## src/cots_pkg.sv

```systemverilog
// shared types, constants and helpers for the class-order task scheduler
`default_nettype none

package cots_pkg;

    // sizes
    localparam int NUM_SLOTS     = 8;
    localparam int ORDER_LEN     = 9;
    localparam int CLASS_ENTRIES = 9;
    localparam int CLASS_W       = 4;
    localparam int SLOT_W        = (NUM_SLOTS > 1) ? $clog2(NUM_SLOTS) : 1;
    localparam int PTR_W         = (ORDER_LEN > 1) ? $clog2(ORDER_LEN) : 1;
    localparam int PASS_W        = $clog2(ORDER_LEN + 1);
    localparam int ORDER_W       = CLASS_ENTRIES * CLASS_W;

    // configuration port
    localparam int PADDR_W = 4;
    localparam int PDATA_W = 64;
    localparam logic [ORDER_W-1:0] CLASS_ORDER_RESET = 36'h221111213;

    // operation codes
    localparam logic [2:0] MODE_CREATE   = 3'd0;
    localparam logic [2:0] MODE_KILL     = 3'd1;
    localparam logic [2:0] MODE_SWITCH   = 3'd2;
    localparam logic [2:0] MODE_START    = 3'd3;
    localparam logic [2:0] MODE_KILL_CUR = 3'd4;

    // status codes
    localparam logic [1:0] STATUS_OK      = 2'd0;
    localparam logic [1:0] STATUS_FULL    = 2'd1;
    localparam logic [1:0] STATUS_NO_TASK = 2'd2;

    typedef struct packed {
        logic [2:0] mode;
        logic [3:0] priority_req;
        logic [2:0] task_id;
    } sched_in_t;

    typedef struct packed {
        logic [2:0] task_id_res;
        logic [1:0] status;
    } sched_out_t;

    typedef enum logic [2:0] {
        ST_IDLE,
        ST_CREATE,
        ST_SW_LOAD,
        ST_SW_SCAN,
        ST_EXEC
    } state_t;

    // class at a given order position, entries past the register read as zero
    function automatic logic [CLASS_W-1:0] class_at(
        input logic [ORDER_W-1:0] order,
        input logic [PTR_W-1:0]   ptr
    );
        logic [CLASS_W-1:0] cls;
        cls = '0;
        for (int k = 0; k < CLASS_ENTRIES; k++) begin
            if (int'(ptr) == k) begin
                cls = order[k*CLASS_W +: CLASS_W];
            end
        end
        return cls;
    endfunction

    // pointer step with wrap at the end of the order
    function automatic logic [PTR_W-1:0] ptr_step(input logic [PTR_W-1:0] ptr);
        logic [PTR_W-1:0] nxt;
        if (ptr >= PTR_W'(ORDER_LEN - 1)) begin
            nxt = '0;
        end else begin
            nxt = ptr + 1'b1;
        end
        return nxt;
    endfunction

endpackage

`default_nettype wire

```

## src/class_order_task_scheduler.sv

```systemverilog
// top level of the class-order task scheduler: slot table, sequencer and apb registers
//
//  port group  | role                      | handshake
//  ------------+---------------------------+-------------------------------
//  s_*         | command word in           | s_valid / s_ready
//  m_*         | result word out           | m_valid / m_ready
//  p*          | class order register, apb | psel & penable, pready tied high
//
//  create: one slot tested per cycle against the valid bits
//  switch: one slot per cycle through the pointer-advance / class compare unit
//  kill, kill-current, start and unknown codes: handled in the exec state
//  reset (aresetn low, sync) clears valid bits, current task, pointer and the result valid bit
//  a finished result waits in the output reg; the final step stalls while it is full and m_ready is low
`default_nettype none

module class_order_task_scheduler (
    input  wire logic                          aclk,
    input  wire logic                          aresetn,
    // command words
    input  wire logic                          s_valid,
    output logic                               s_ready,
    input  wire cots_pkg::sched_in_t           s_data,
    // result words
    output logic                               m_valid,
    input  wire logic                          m_ready,
    output cots_pkg::sched_out_t               m_data,
    // configuration
    input  wire logic                          psel,
    input  wire logic                          penable,
    input  wire logic                          pwrite,
    input  wire logic [cots_pkg::PADDR_W-1:0]  paddr,
    input  wire logic [cots_pkg::PDATA_W-1:0]  pwdata,
    output logic      [cots_pkg::PDATA_W-1:0]  prdata,
    output logic                               pready
);

    import cots_pkg::*;

    // sequencer
    state_t state_reg, state_next;

    // captured command word
    sched_in_t in_reg, in_next;

    // slot table: valid bits cleared on reset, priorities in plain flops
    logic [NUM_SLOTS-1:0] valid_reg, valid_next;
    logic [CLASS_W-1:0]   prio_reg [NUM_SLOTS];
    logic                 prio_we;
    logic [SLOT_W-1:0]    prio_wr_idx;
    logic [CLASS_W-1:0]   prio_wr_data;

    // scheduler state
    logic [SLOT_W-1:0]  cur_reg, cur_next;
    logic [PTR_W-1:0]   ptr_reg, ptr_next;
    logic [CLASS_W-1:0] now_reg, now_next;

    // scan counters
    logic [SLOT_W-1:0] idx_reg, idx_next;
    logic [PASS_W-1:0] pass_reg, pass_next;

    // class order register
    logic [ORDER_W-1:0] order_reg;

    // result register
    logic       m_valid_reg, m_valid_next;
    sched_out_t m_data_reg, m_data_next;

    // single read port on the priority table: current task while loading now, else scan slot
    logic [SLOT_W-1:0]  rd_idx;
    logic [CLASS_W-1:0] prio_rd;

    // shared scan unit
    logic [PTR_W-1:0] ptr_adv;
    logic             scan_hit;
    logic             last_slot;
    logic             last_pass;
    logic             create_free;
    logic             create_done;
    logic             scan_done;
    logic             out_free;

    logic [SLOT_W-1:0] kill_idx;
    logic              kill_in_range;

    assign out_free = !m_valid_reg || m_ready;
    assign rd_idx   = (state_reg == ST_SW_LOAD) ? cur_reg : idx_reg;
    assign prio_rd  = prio_reg[rd_idx];

    // advance the pointer past the running class, then match the slot against it
    assign ptr_adv   = (class_at(order_reg, ptr_reg) == now_reg) ? ptr_step(ptr_reg) : ptr_reg;
    assign scan_hit  = valid_reg[idx_reg] && (prio_rd == class_at(order_reg, ptr_adv));
    assign last_slot = (idx_reg == SLOT_W'(NUM_SLOTS - 1));
    assign last_pass = (pass_reg == PASS_W'(ORDER_LEN));

    assign create_free = !valid_reg[idx_reg];
    assign create_done = create_free || last_slot;
    assign scan_done   = scan_hit || (last_slot && last_pass);

    assign kill_idx      = SLOT_W'(in_reg.task_id);
    assign kill_in_range = (int'(in_reg.task_id) < NUM_SLOTS);

    // next state
    always_comb begin
        state_next = state_reg;
        unique case (state_reg)
            ST_IDLE: begin
                if (s_valid) begin
                    priority if (s_data.mode == MODE_CREATE) begin
                        state_next = ST_CREATE;
                    end else if (s_data.mode == MODE_SWITCH) begin
                        state_next = ST_SW_LOAD;
                    end else begin
                        state_next = ST_EXEC;
                    end
                end
            end
            ST_CREATE: begin
                if (create_done && out_free) begin
                    state_next = ST_IDLE;
                end
            end
            ST_SW_LOAD: begin
                state_next = ST_SW_SCAN;
            end
            ST_SW_SCAN: begin
                if (scan_done && out_free) begin
                    state_next = ST_IDLE;
                end
            end
            ST_EXEC: begin
                if (out_free) begin
                    state_next = ST_IDLE;
                end
            end
            default: begin
                state_next = ST_IDLE;
            end
        endcase
    end

    // datapath and outputs
    always_comb begin
        in_next      = in_reg;
        valid_next   = valid_reg;
        prio_we      = 1'b0;
        prio_wr_idx  = idx_reg;
        prio_wr_data = in_reg.priority_req;
        cur_next     = cur_reg;
        ptr_next     = ptr_reg;
        now_next     = now_reg;
        idx_next     = idx_reg;
        pass_next    = pass_reg;
        m_data_next  = m_data_reg;
        m_valid_next = m_valid_reg && !m_ready;

        unique case (state_reg)
            ST_IDLE: begin
                if (s_valid) begin
                    in_next   = s_data;
                    idx_next  = '0;
                    pass_next = '0;
                end
            end
            ST_CREATE: begin
                if (create_done && out_free) begin
                    m_valid_next = 1'b1;
                    if (create_free) begin
                        valid_next[idx_reg]     = 1'b1;
                        prio_we                 = 1'b1;
                        m_data_next.task_id_res = 3'(idx_reg);
                        m_data_next.status      = STATUS_OK;
                    end else begin
                        m_data_next.task_id_res = '0;
                        m_data_next.status      = STATUS_FULL;
                    end
                end else if (!create_done) begin
                    idx_next = idx_reg + 1'b1;
                end
            end
            ST_SW_LOAD: begin
                now_next = prio_rd;
            end
            ST_SW_SCAN: begin
                if (!scan_done || out_free) begin
                    ptr_next = ptr_adv;
                    if (scan_hit) begin
                        cur_next                = idx_reg;
                        m_valid_next            = 1'b1;
                        m_data_next.task_id_res = 3'(idx_reg);
                        m_data_next.status      = STATUS_OK;
                    end else if (scan_done) begin
                        m_valid_next            = 1'b1;
                        m_data_next.task_id_res = 3'(cur_reg);
                        m_data_next.status      = STATUS_NO_TASK;
                    end else if (last_slot) begin
                        idx_next  = '0;
                        pass_next = pass_reg + 1'b1;
                    end else begin
                        idx_next = idx_reg + 1'b1;
                    end
                end
            end
            ST_EXEC: begin
                if (out_free) begin
                    m_valid_next       = 1'b1;
                    m_data_next.status = STATUS_OK;
                    unique case (in_reg.mode)
                        MODE_KILL: begin
                            if (kill_in_range) begin
                                valid_next[kill_idx] = 1'b0;
                            end
                            m_data_next.task_id_res = in_reg.task_id;
                        end
                        MODE_START: begin
                            cur_next                = '0;
                            ptr_next                = '0;
                            m_data_next.task_id_res = '0;
                        end
                        MODE_KILL_CUR: begin
                            valid_next[cur_reg]     = 1'b0;
                            m_data_next.task_id_res = 3'(cur_reg);
                        end
                        default: begin
                            m_data_next.task_id_res = 3'(cur_reg);
                        end
                    endcase
                end
            end
            default: begin
            end
        endcase
    end

    // control registers
    always_ff @(posedge aclk) begin
        if (!aresetn) begin
            state_reg   <= ST_IDLE;
            valid_reg   <= '0;
            cur_reg     <= '0;
            ptr_reg     <= '0;
            idx_reg     <= '0;
            pass_reg    <= '0;
            m_valid_reg <= 1'b0;
        end else begin
            state_reg   <= state_next;
            valid_reg   <= valid_next;
            cur_reg     <= cur_next;
            ptr_reg     <= ptr_next;
            idx_reg     <= idx_next;
            pass_reg    <= pass_next;
            m_valid_reg <= m_valid_next;
        end
    end

    // payload registers
    always_ff @(posedge aclk) begin
        in_reg     <= in_next;
        now_reg    <= now_next;
        m_data_reg <= m_data_next;
    end

    // priority table, zero after reset to match the stored-priority read of a fresh slot
    always_ff @(posedge aclk) begin
        if (!aresetn) begin
            for (int i = 0; i < NUM_SLOTS; i++) begin
                prio_reg[i] <= '0;
            end
        end else if (prio_we) begin
            prio_reg[prio_wr_idx] <= prio_wr_data;
        end
    end

    // class order register, 36 bits on the 64-bit data bus, selected while paddr[3] is low
    always_ff @(posedge aclk) begin
        if (!aresetn) begin
            order_reg <= CLASS_ORDER_RESET;
        end else if (psel && penable && pwrite && !paddr[PADDR_W-1]) begin
            order_reg <= pwdata[ORDER_W-1:0];
        end
    end

    assign prdata  = paddr[PADDR_W-1] ? '0 : PDATA_W'(order_reg);
    assign pready  = 1'b1;
    assign s_ready = (state_reg == ST_IDLE);
    assign m_valid = m_valid_reg;
    assign m_data  = m_data_reg;

    // an accepted command word always puts the sequencer to work
    a_accept_busy: assert property (@(posedge aclk) disable iff (!aresetn)
        (s_valid && s_ready) |=> (state_reg != ST_IDLE))
        else $error("accepted word left the sequencer idle");

    // a result appears only at the end of a busy step
    a_result_from_busy: assert property (@(posedge aclk) disable iff (!aresetn)
        $rose(m_valid_reg) |-> ($past(state_reg) != ST_IDLE))
        else $error("result raised without work");

    // a successful create marks its slot taken
    a_create_marks: assert property (@(posedge aclk) disable iff (!aresetn)
        (state_reg == ST_CREATE && create_free && out_free)
            |=> valid_reg[$past(idx_reg)])
        else $error("created slot not marked valid");

    // the order pointer never leaves the order
    a_ptr_range: assert property (@(posedge aclk) disable iff (!aresetn)
        (state_reg == ST_SW_SCAN) |-> (int'(ptr_adv) < ORDER_LEN))
        else $error("order pointer out of range");

endmodule

`default_nettype wire
```

## config.mk

```make
export PLATFORM = sky130hd
export DESIGN_NAME = class_order_task_scheduler
export DESIGN_NICKNAME = d
export VERILOG_FILES = /design/src/cots_pkg.sv /design/src/class_order_task_scheduler.sv
export SDC_FILE = /design/constraint.sdc
export NUM_CORES = 1
export LEC_CHECK = 0
export ABC_AREA = 0
export BUFFER_PORTS_ARGS = -buffer_cell sky130_fd_sc_hd__buf_2
export CAP_MARGIN = 20
export CORE_MARGIN = 2
export CORE_UTILIZATION = 52
export CTS_CLUSTER_SIZE = 40
export DETAILED_ROUTE_END_ITERATION = 10
export HOLD_SLACK_MARGIN = 0.15
export PLACE_DENSITY = 0.77
export SLEW_MARGIN = 20
export SYNTH_ARGS = -nofsm -noshare
export SYNTH_HDL_FRONTEND = slang
export SYNTH_SLANG_ARGS = --single-unit
export TNS_END_PERCENT = 5
```

## constraint.sdc

```tcl
create_clock -name aclk -period 5.5 [get_ports aclk]
set_input_delay 0.55 -clock aclk [delete_from_list [all_inputs] [get_ports aclk]]
set_output_delay 0.55 -clock aclk [all_outputs]
set_load 0.005 [all_outputs]
```

After elaboration in Yosys (flattened, before gate mapping):

Memories as Yosys holds them, arrays and structs flattened.
Index checks and enable logic that the tools add are counted.
W data, S select, Z words.

* $add $sub $neg: 3
* order comparisons: 7
* equality and inequality tests: 43
* mux-type cells: 89
* bitwise gates (word level): 5
* reductions and logical operators: 38

Operators with widths (number)
* $mux W4: 29
* $mux W3: 19
* $eq A4 B4 Y1 const B: 11
* $mux W36: 1
* $pmux W8 S2: 2
* $mux W5: 6
* $ne A2 B2 Y1 const B: 13
* $mux W8: 3
* $mux W1: 17
* $and A8 B8 Y8: 2
* $eq A4 B3 Y1 const B: 4
* $not A8 Y8: 2
* $pmux W4 S2: 2
* $pmux W3 S5: 1
* $pmux W5 S3: 1
* $reduce_and A5 Y1: 3
* $eq A3 B2 Y1 const B: 4
* $lt A3 B4 Y1 const B: 3
* $pmux W3 S2: 2
* $logic_and A1 B1 Y1: 11
* $demux W1 S3: 3
* $eq A3 B3 Y1 const B: 3
* $ge A3 B1 Y1 const B: 3
* $pmux W3 S3: 1
* other kinds (22): 39

* bits in registers: 81
* memory bits (writable): 32
* input bits: 85
* output and inout bits: 72
* logic and storage cells: 200
* memories: 1

Memory list
* prio_reg: depth 8, bits a word 4, read ports 1, clocked after memory_dff 0, wr ports 8, RTL line class_order_task_scheduler.sv:47 `logic [CLASS_W-1:0] prio_reg [NUM_SLOTS];`

Longest topological paths before layout:

* depth after elaboration: 29
* gate-level depth with buffers: 21
* gate-level depth less buffers: 16

Worst setup path before layout:

No wires, ideal clock.

* kind: register to register
* from: register ptr_reg[0]
* to: register m_data_reg, in the netlist m_data[0] (enable)
* library setup time: 0.376 ns
* arrival time: 4.472 ns
* required time: 5.124 ns
* slack: 0.652 ns
* stages on the path, launching flop included: 19
* path buffers: 3
* period minus slack after synthesis: 4.848 ns
* cells stage by stage: dfxtp_1 clkbuf_1 inv_1 ha_1 or2_1 o311ai_1 a21oi_1 or3_1 o211a_1 buf_4 and3_2 nor2_4 mux2i_1 o211ai_1 a211o_1 a2111oi_4 a211oi_2 buf_6 a211oi_1

* longest elaborated chain between the ends: 29
* elaborated cells between the ends (all ways): 49
* classes of those cells: 1 x add/sub; 1 x order compare; 20 x eq/ne; 20 x mux; 7 x reduce/logical

RTL lines
* from (decl): RTL line class_order_task_scheduler.sv:54 `logic [PTR_W-1:0] ptr_reg, ptr_next;`
* from (signal assigned): RTL line class_order_task_scheduler.sv:248 `ptr_reg <= ptr_next;`
* $logic_not A4 Y1: RTL line cots_pkg.sv:60 `if (int'(ptr) == k) begin`
* $mux W4 (9 in series): RTL line cots_pkg.sv:60
* $eq A4 B4 Y1: RTL line class_order_task_scheduler.sv:90 `assign ptr_adv = (class_at(order_reg, ptr_reg) == now_reg) ? ptr_step(ptr_reg) : ptr_reg;`
* $mux W4 (*): RTL line class_order_task_scheduler.sv:90
* $logic_not A4 Y1: RTL line cots_pkg.sv:60
* $mux W4 (8 in series): RTL line cots_pkg.sv:60
* $mux W4 (*): RTL line cots_pkg.sv:60
* $eq A4 B4 Y1 (*): RTL line class_order_task_scheduler.sv:91 `assign scan_hit = valid_reg[idx_reg] && (prio_rd == class_at(order_reg, ptr_adv));`
* $logic_and A1 B1 Y1 (*): RTL line class_order_task_scheduler.sv:91
* $logic_or A1 B1 Y1: RTL line class_order_task_scheduler.sv:97 `assign scan_done = scan_hit || (last_slot && last_pass);`
* $logic_not A1 Y1: RTL line class_order_task_scheduler.sv:184 `if (!scan_done || out_free) begin`
* $logic_or A1 B1 Y1: RTL line class_order_task_scheduler.sv:184
* $ne A2 B2 Y1 (no source line)
* $reduce_and A5 Y1 (no source line) (*)
* to (signal assigned): RTL line class_order_task_scheduler.sv:259 `m_data_reg <= m_data_next;`
* to (decl): RTL line class_order_task_scheduler.sv:66 `sched_out_t m_data_reg, m_data_next;`

Mark *: on every way between the ends. The rest lies on a longest branch, timed or not.
A chain may end at the register's enable or synchronous reset.

Worst setup path in the final report:

* from: register ptr_reg[0]
* to: register m_data_reg, in the netlist m_data[2] (enable)

The elaborated chain is that of the path after synthesis.

==> results.md <==
* Most area-hungry cell type in the Yosys netlist: sky130_fd_sc_hd__edfxtp_1
* Data arrival time of the critical path at 5.38 ns
* First-pass GRT wire length at 29.5 mm
* Routability-driven placement congestion ratio at 0.966
* Part of the cycle the worst path needs at 95.4%
* Number of top-level design ports at 157
* Average vias per placed instance at 5.88
* Endpoint required time on the critical path at 5.63 ns
* Proportion of netlist area held by the largest area contributor at 21.9%
* Relative area change from synthesis to final layout at 15.5%
* Half-perimeter wire length of the detailed placement result at 13.2 mm
* Max-cap check violation count at 0
* Leakage power at 0.00320 uW
* Post-synth top cells: sky130_fd_sc_hd__nand2_1 (112), sky130_fd_sc_hd__dfxtp_1 (62), sky130_fd_sc_hd__a21oi_1 (60), sky130_fd_sc_hd__edfxtp_1 (51), sky130_fd_sc_hd__and2_1 (39)
* Overall die height at 120 um
* # fillers at 1169
* Power dissipated by switching net loads at 729 uW
* Worst-case clock buffer depth at 2
* Worst Hold Class: input port to flip-flop
* Yosys warns at 0
* Number of DRC violations after detailed-routing iteration 0 at 683
* Largest register FFs at 36
* Post-route antenna net violation count at 0
* Chip width at 120 um
* Placement row count at 42
* Number of sinks handled by clock tree synthesis at 113
* HP Start: s_data[6]
* Fraction of registers with async set or reset after synthesis at 0%
* Category of the worst setup path capture point: flip-flop
* Number of synthesized flops with an enable pin at 51
* Highest ir drop seen on vdd at 0.318 mV
* FF+latch count, synth at 113
* Most numerous cell in the Yosys netlist: sky130_fd_sc_hd__nand2_1
* Initial Util at 53.0%
* Number of distinct standard cells referenced by the synthesized netlist at 84
* Post-CTS setup buffer count at 0
* Mean instance size in the synthesized netlist at 8.81 sq um
* Share of cells above drive strength 1 at 20.8%
* Overall fraction of global-route tracks in use at 26.2%
* Final net count at 971
* Internal cell power at 1800 uW
* Clock tree from TritonCTS: done
* Total power per unit cell area at 313 mW/mm^2
* First element of the critical path: ptr_reg[0]$_SDFFE_PN0P_
* Clock slew seen by the registers of the worst setup and hold paths at 0.06 ns
* Number of buffers added by the clock tree synthesis step at 17
* Pin count of the biggest net entering global routing at 41
* Antenna violations before repair at 0
* Pre-CTS WS at 0.345 ns
* Max transition margin at 42.2%
* Reg-to-reg startpoint: ptr_reg[0]$_SDFFE_PN0P_
* Worst-path maximum fanout at 9
* Worst Slack Setup Final at 0.253 ns
* Number of antenna diodes at 0
* Area of the die at 0.0144 sq mm
* Sequential-to-total area share from yosys stat at 39.7%
* Fraction of power consumed by the clock network at 42.0%
* Cells after Synth at 793
* Routed length per instance at 17.4 um
* Kind of critical path: flip-flop to flip-flop
* First-pass iteration count of the detailed router at 6
* F_max at 0.191 GHz
* Kind of start point of the critical path: flip-flop
* Number of max-slew violations in the final report at 0
* Clock Root Buffer: sky130_fd_sc_hd__clkbuf_16
* RSZ-0062 raised after global routing: false
* Final Hold Vio Count at 0
* Depth of the CTS H-tree at 4
* Number of vias in the routed layout at 6278
* Final total negative setup slack at 0 ns
* Skew final at 0.00942 ns
* Overall routed net length at 18.6 mm
* Outcome: completed
* Primary FF master, synth: sky130_fd_sc_hd__dfxtp_1
* Cell types occupying the most area after synthesis: sky130_fd_sc_hd__edfxtp_1 (22%), sky130_fd_sc_hd__dfxtp_1 (18%), sky130_fd_sc_hd__nand2_1 (6.0%)
* CORE AREA at 0.0132 sq mm
* I/O Buffers at 96
* Overflow left after global routing at 0
* Worst-margin pin slew at 0.843 ns
* Switching fraction of total power at 28.9%
* Fin crit period at 5.25 ns
* Finish-stage setup viols at 0
* Post-synth design cell area at 0.00699 sq mm
* Share of total power in combinational logic at 17.6%
* Relative contribution of sequential cells to total power at 40.3%
* DRC at 0
* Via count of the first global-routing pass at 5802
* Worst skew pair latency at 0.42 ns
==> metal layers <==
layer	GRT usage, %	vias to the layer above	part of all wire [%]
met5	0	-	0
met4	12.9	0	4.1
met1	32.6	2927	40
met3	5.75	71	7.1
met2	43.1	291	49
li1	-	2989	-
==> critical path: stages (launching register included) <==
cell and delay [ns]:
sky130_fd_sc_hd__dfxtp_1 0.38, sky130_fd_sc_hd__ha_1 0.37, sky130_fd_sc_hd__buf_4 0.22, sky130_fd_sc_hd__or2_1 0.25, sky130_fd_sc_hd__o311ai_1 0.36, sky130_fd_sc_hd__a21oi_1 0.14
sky130_fd_sc_hd__or3_1 0.38, sky130_fd_sc_hd__o211a_1 0.29, sky130_fd_sc_hd__and3_2 0.31, sky130_fd_sc_hd__nor2_4 0.22, sky130_fd_sc_hd__mux2i_1 0.36, sky130_fd_sc_hd__o221ai_1 0.21
sky130_fd_sc_hd__or3_1 0.38, sky130_fd_sc_hd__a211oi_2 0.39, sky130_fd_sc_hd__a211oi_2 0.21, sky130_fd_sc_hd__a211oi_1 0.28, sky130_fd_sc_hd__buf_4 0.19
==> cell usage in the layout, fill, tap and decap left out, drive strengths merged, types with 5 or more instances in the layout <==
cell and n:
nand2b 13, clkinv 8, nand2 113, nor2b 37, conb 29, a221oi 6, dfxtp 62, nand3b 8
o21ai 30, or3 6, buf 116, o211ai 14, clkbuf 17, nor2 36, mux2i 25, o22ai 12
a211oi 6, o221ai 8, mux4 8, mux2 5, nor4 6, nand3 28, and2 39, a31oi 16
ha 8, nor3 16, edfxtp 51, nor3b 8, inv 33, a21oi 63
==> power by group through the flow <==
stage               clock [uW]  sequential, uW  combinational (uW)
global placement             0            1030                 430
CTS                       1070            1020                 441
global route              1100            1030                 483
finish                    1060            1020                 445
detailed placement           0            1030                 435
floorplan                    0            1000                 333
==> what timing repair did <==
action	CTS	global route
setup endpoints to repair	0	5
hold buffers	0	0
resized for setup	0	2
==> layout make-up <==
cell class / count / area (sq um) / share of cell area, %
Timing Repair Buffer: 116 / 631 / 7.82
Inverter: 30 / 113 / 1.40
Multi-Input combinational cell: 600 / 3770 / 46.7
Sequential cell: 113 / 2770 / 34.4
Tap cell: 176 / 220 / 2.73
Clock inverter: 15 / 141 / 1.75
Clock buffer: 17 / 425 / 5.27
==> cell families (layout without fill, tap and decap cells) <==
logic type	after synthesis	in the layout	synth area share, %
simple gates	331	331	24.6
compound gates	194	194	19.2
fa+ha+maj	8	8	1.43
buf+inv	107	178	7.95
flops	113	113	39.7
mux	38	38	7.02
other cells	2	29	0.107
==> per-stage QoR <==
stage                     cells  instance area [sq um]  util (%)  power [uW]  hold slack [ns]
after floorplan             820                   7090         -        1330            0.436
after global placement     1035                   7500      56.8        1460            0.445
after detailed placement   1035                   7500      56.8        1470            0.447
after CTS                  1067                   8060      61.1        2520            0.295
after global routing       1067                   8070      61.2        2620            0.293
final                      1067                   8070      61.2        2520            0.301
==> path summary, 6_finish.rpt <==
check	endpoint	slack, ns	cells after the start
worst min register to register	order_reg[8]$_SDFFE_PN0P_	0.46	2
worst min-delay path	prio_wr_data[3]$_DFFE_PP_	0.30	1
worst max-delay path	m_data[2]$_DFFE_PP_	0.25	16
worst max register to register	m_data[2]$_DFFE_PP_	0.25	16
Power figures use the tool's default switching activity.
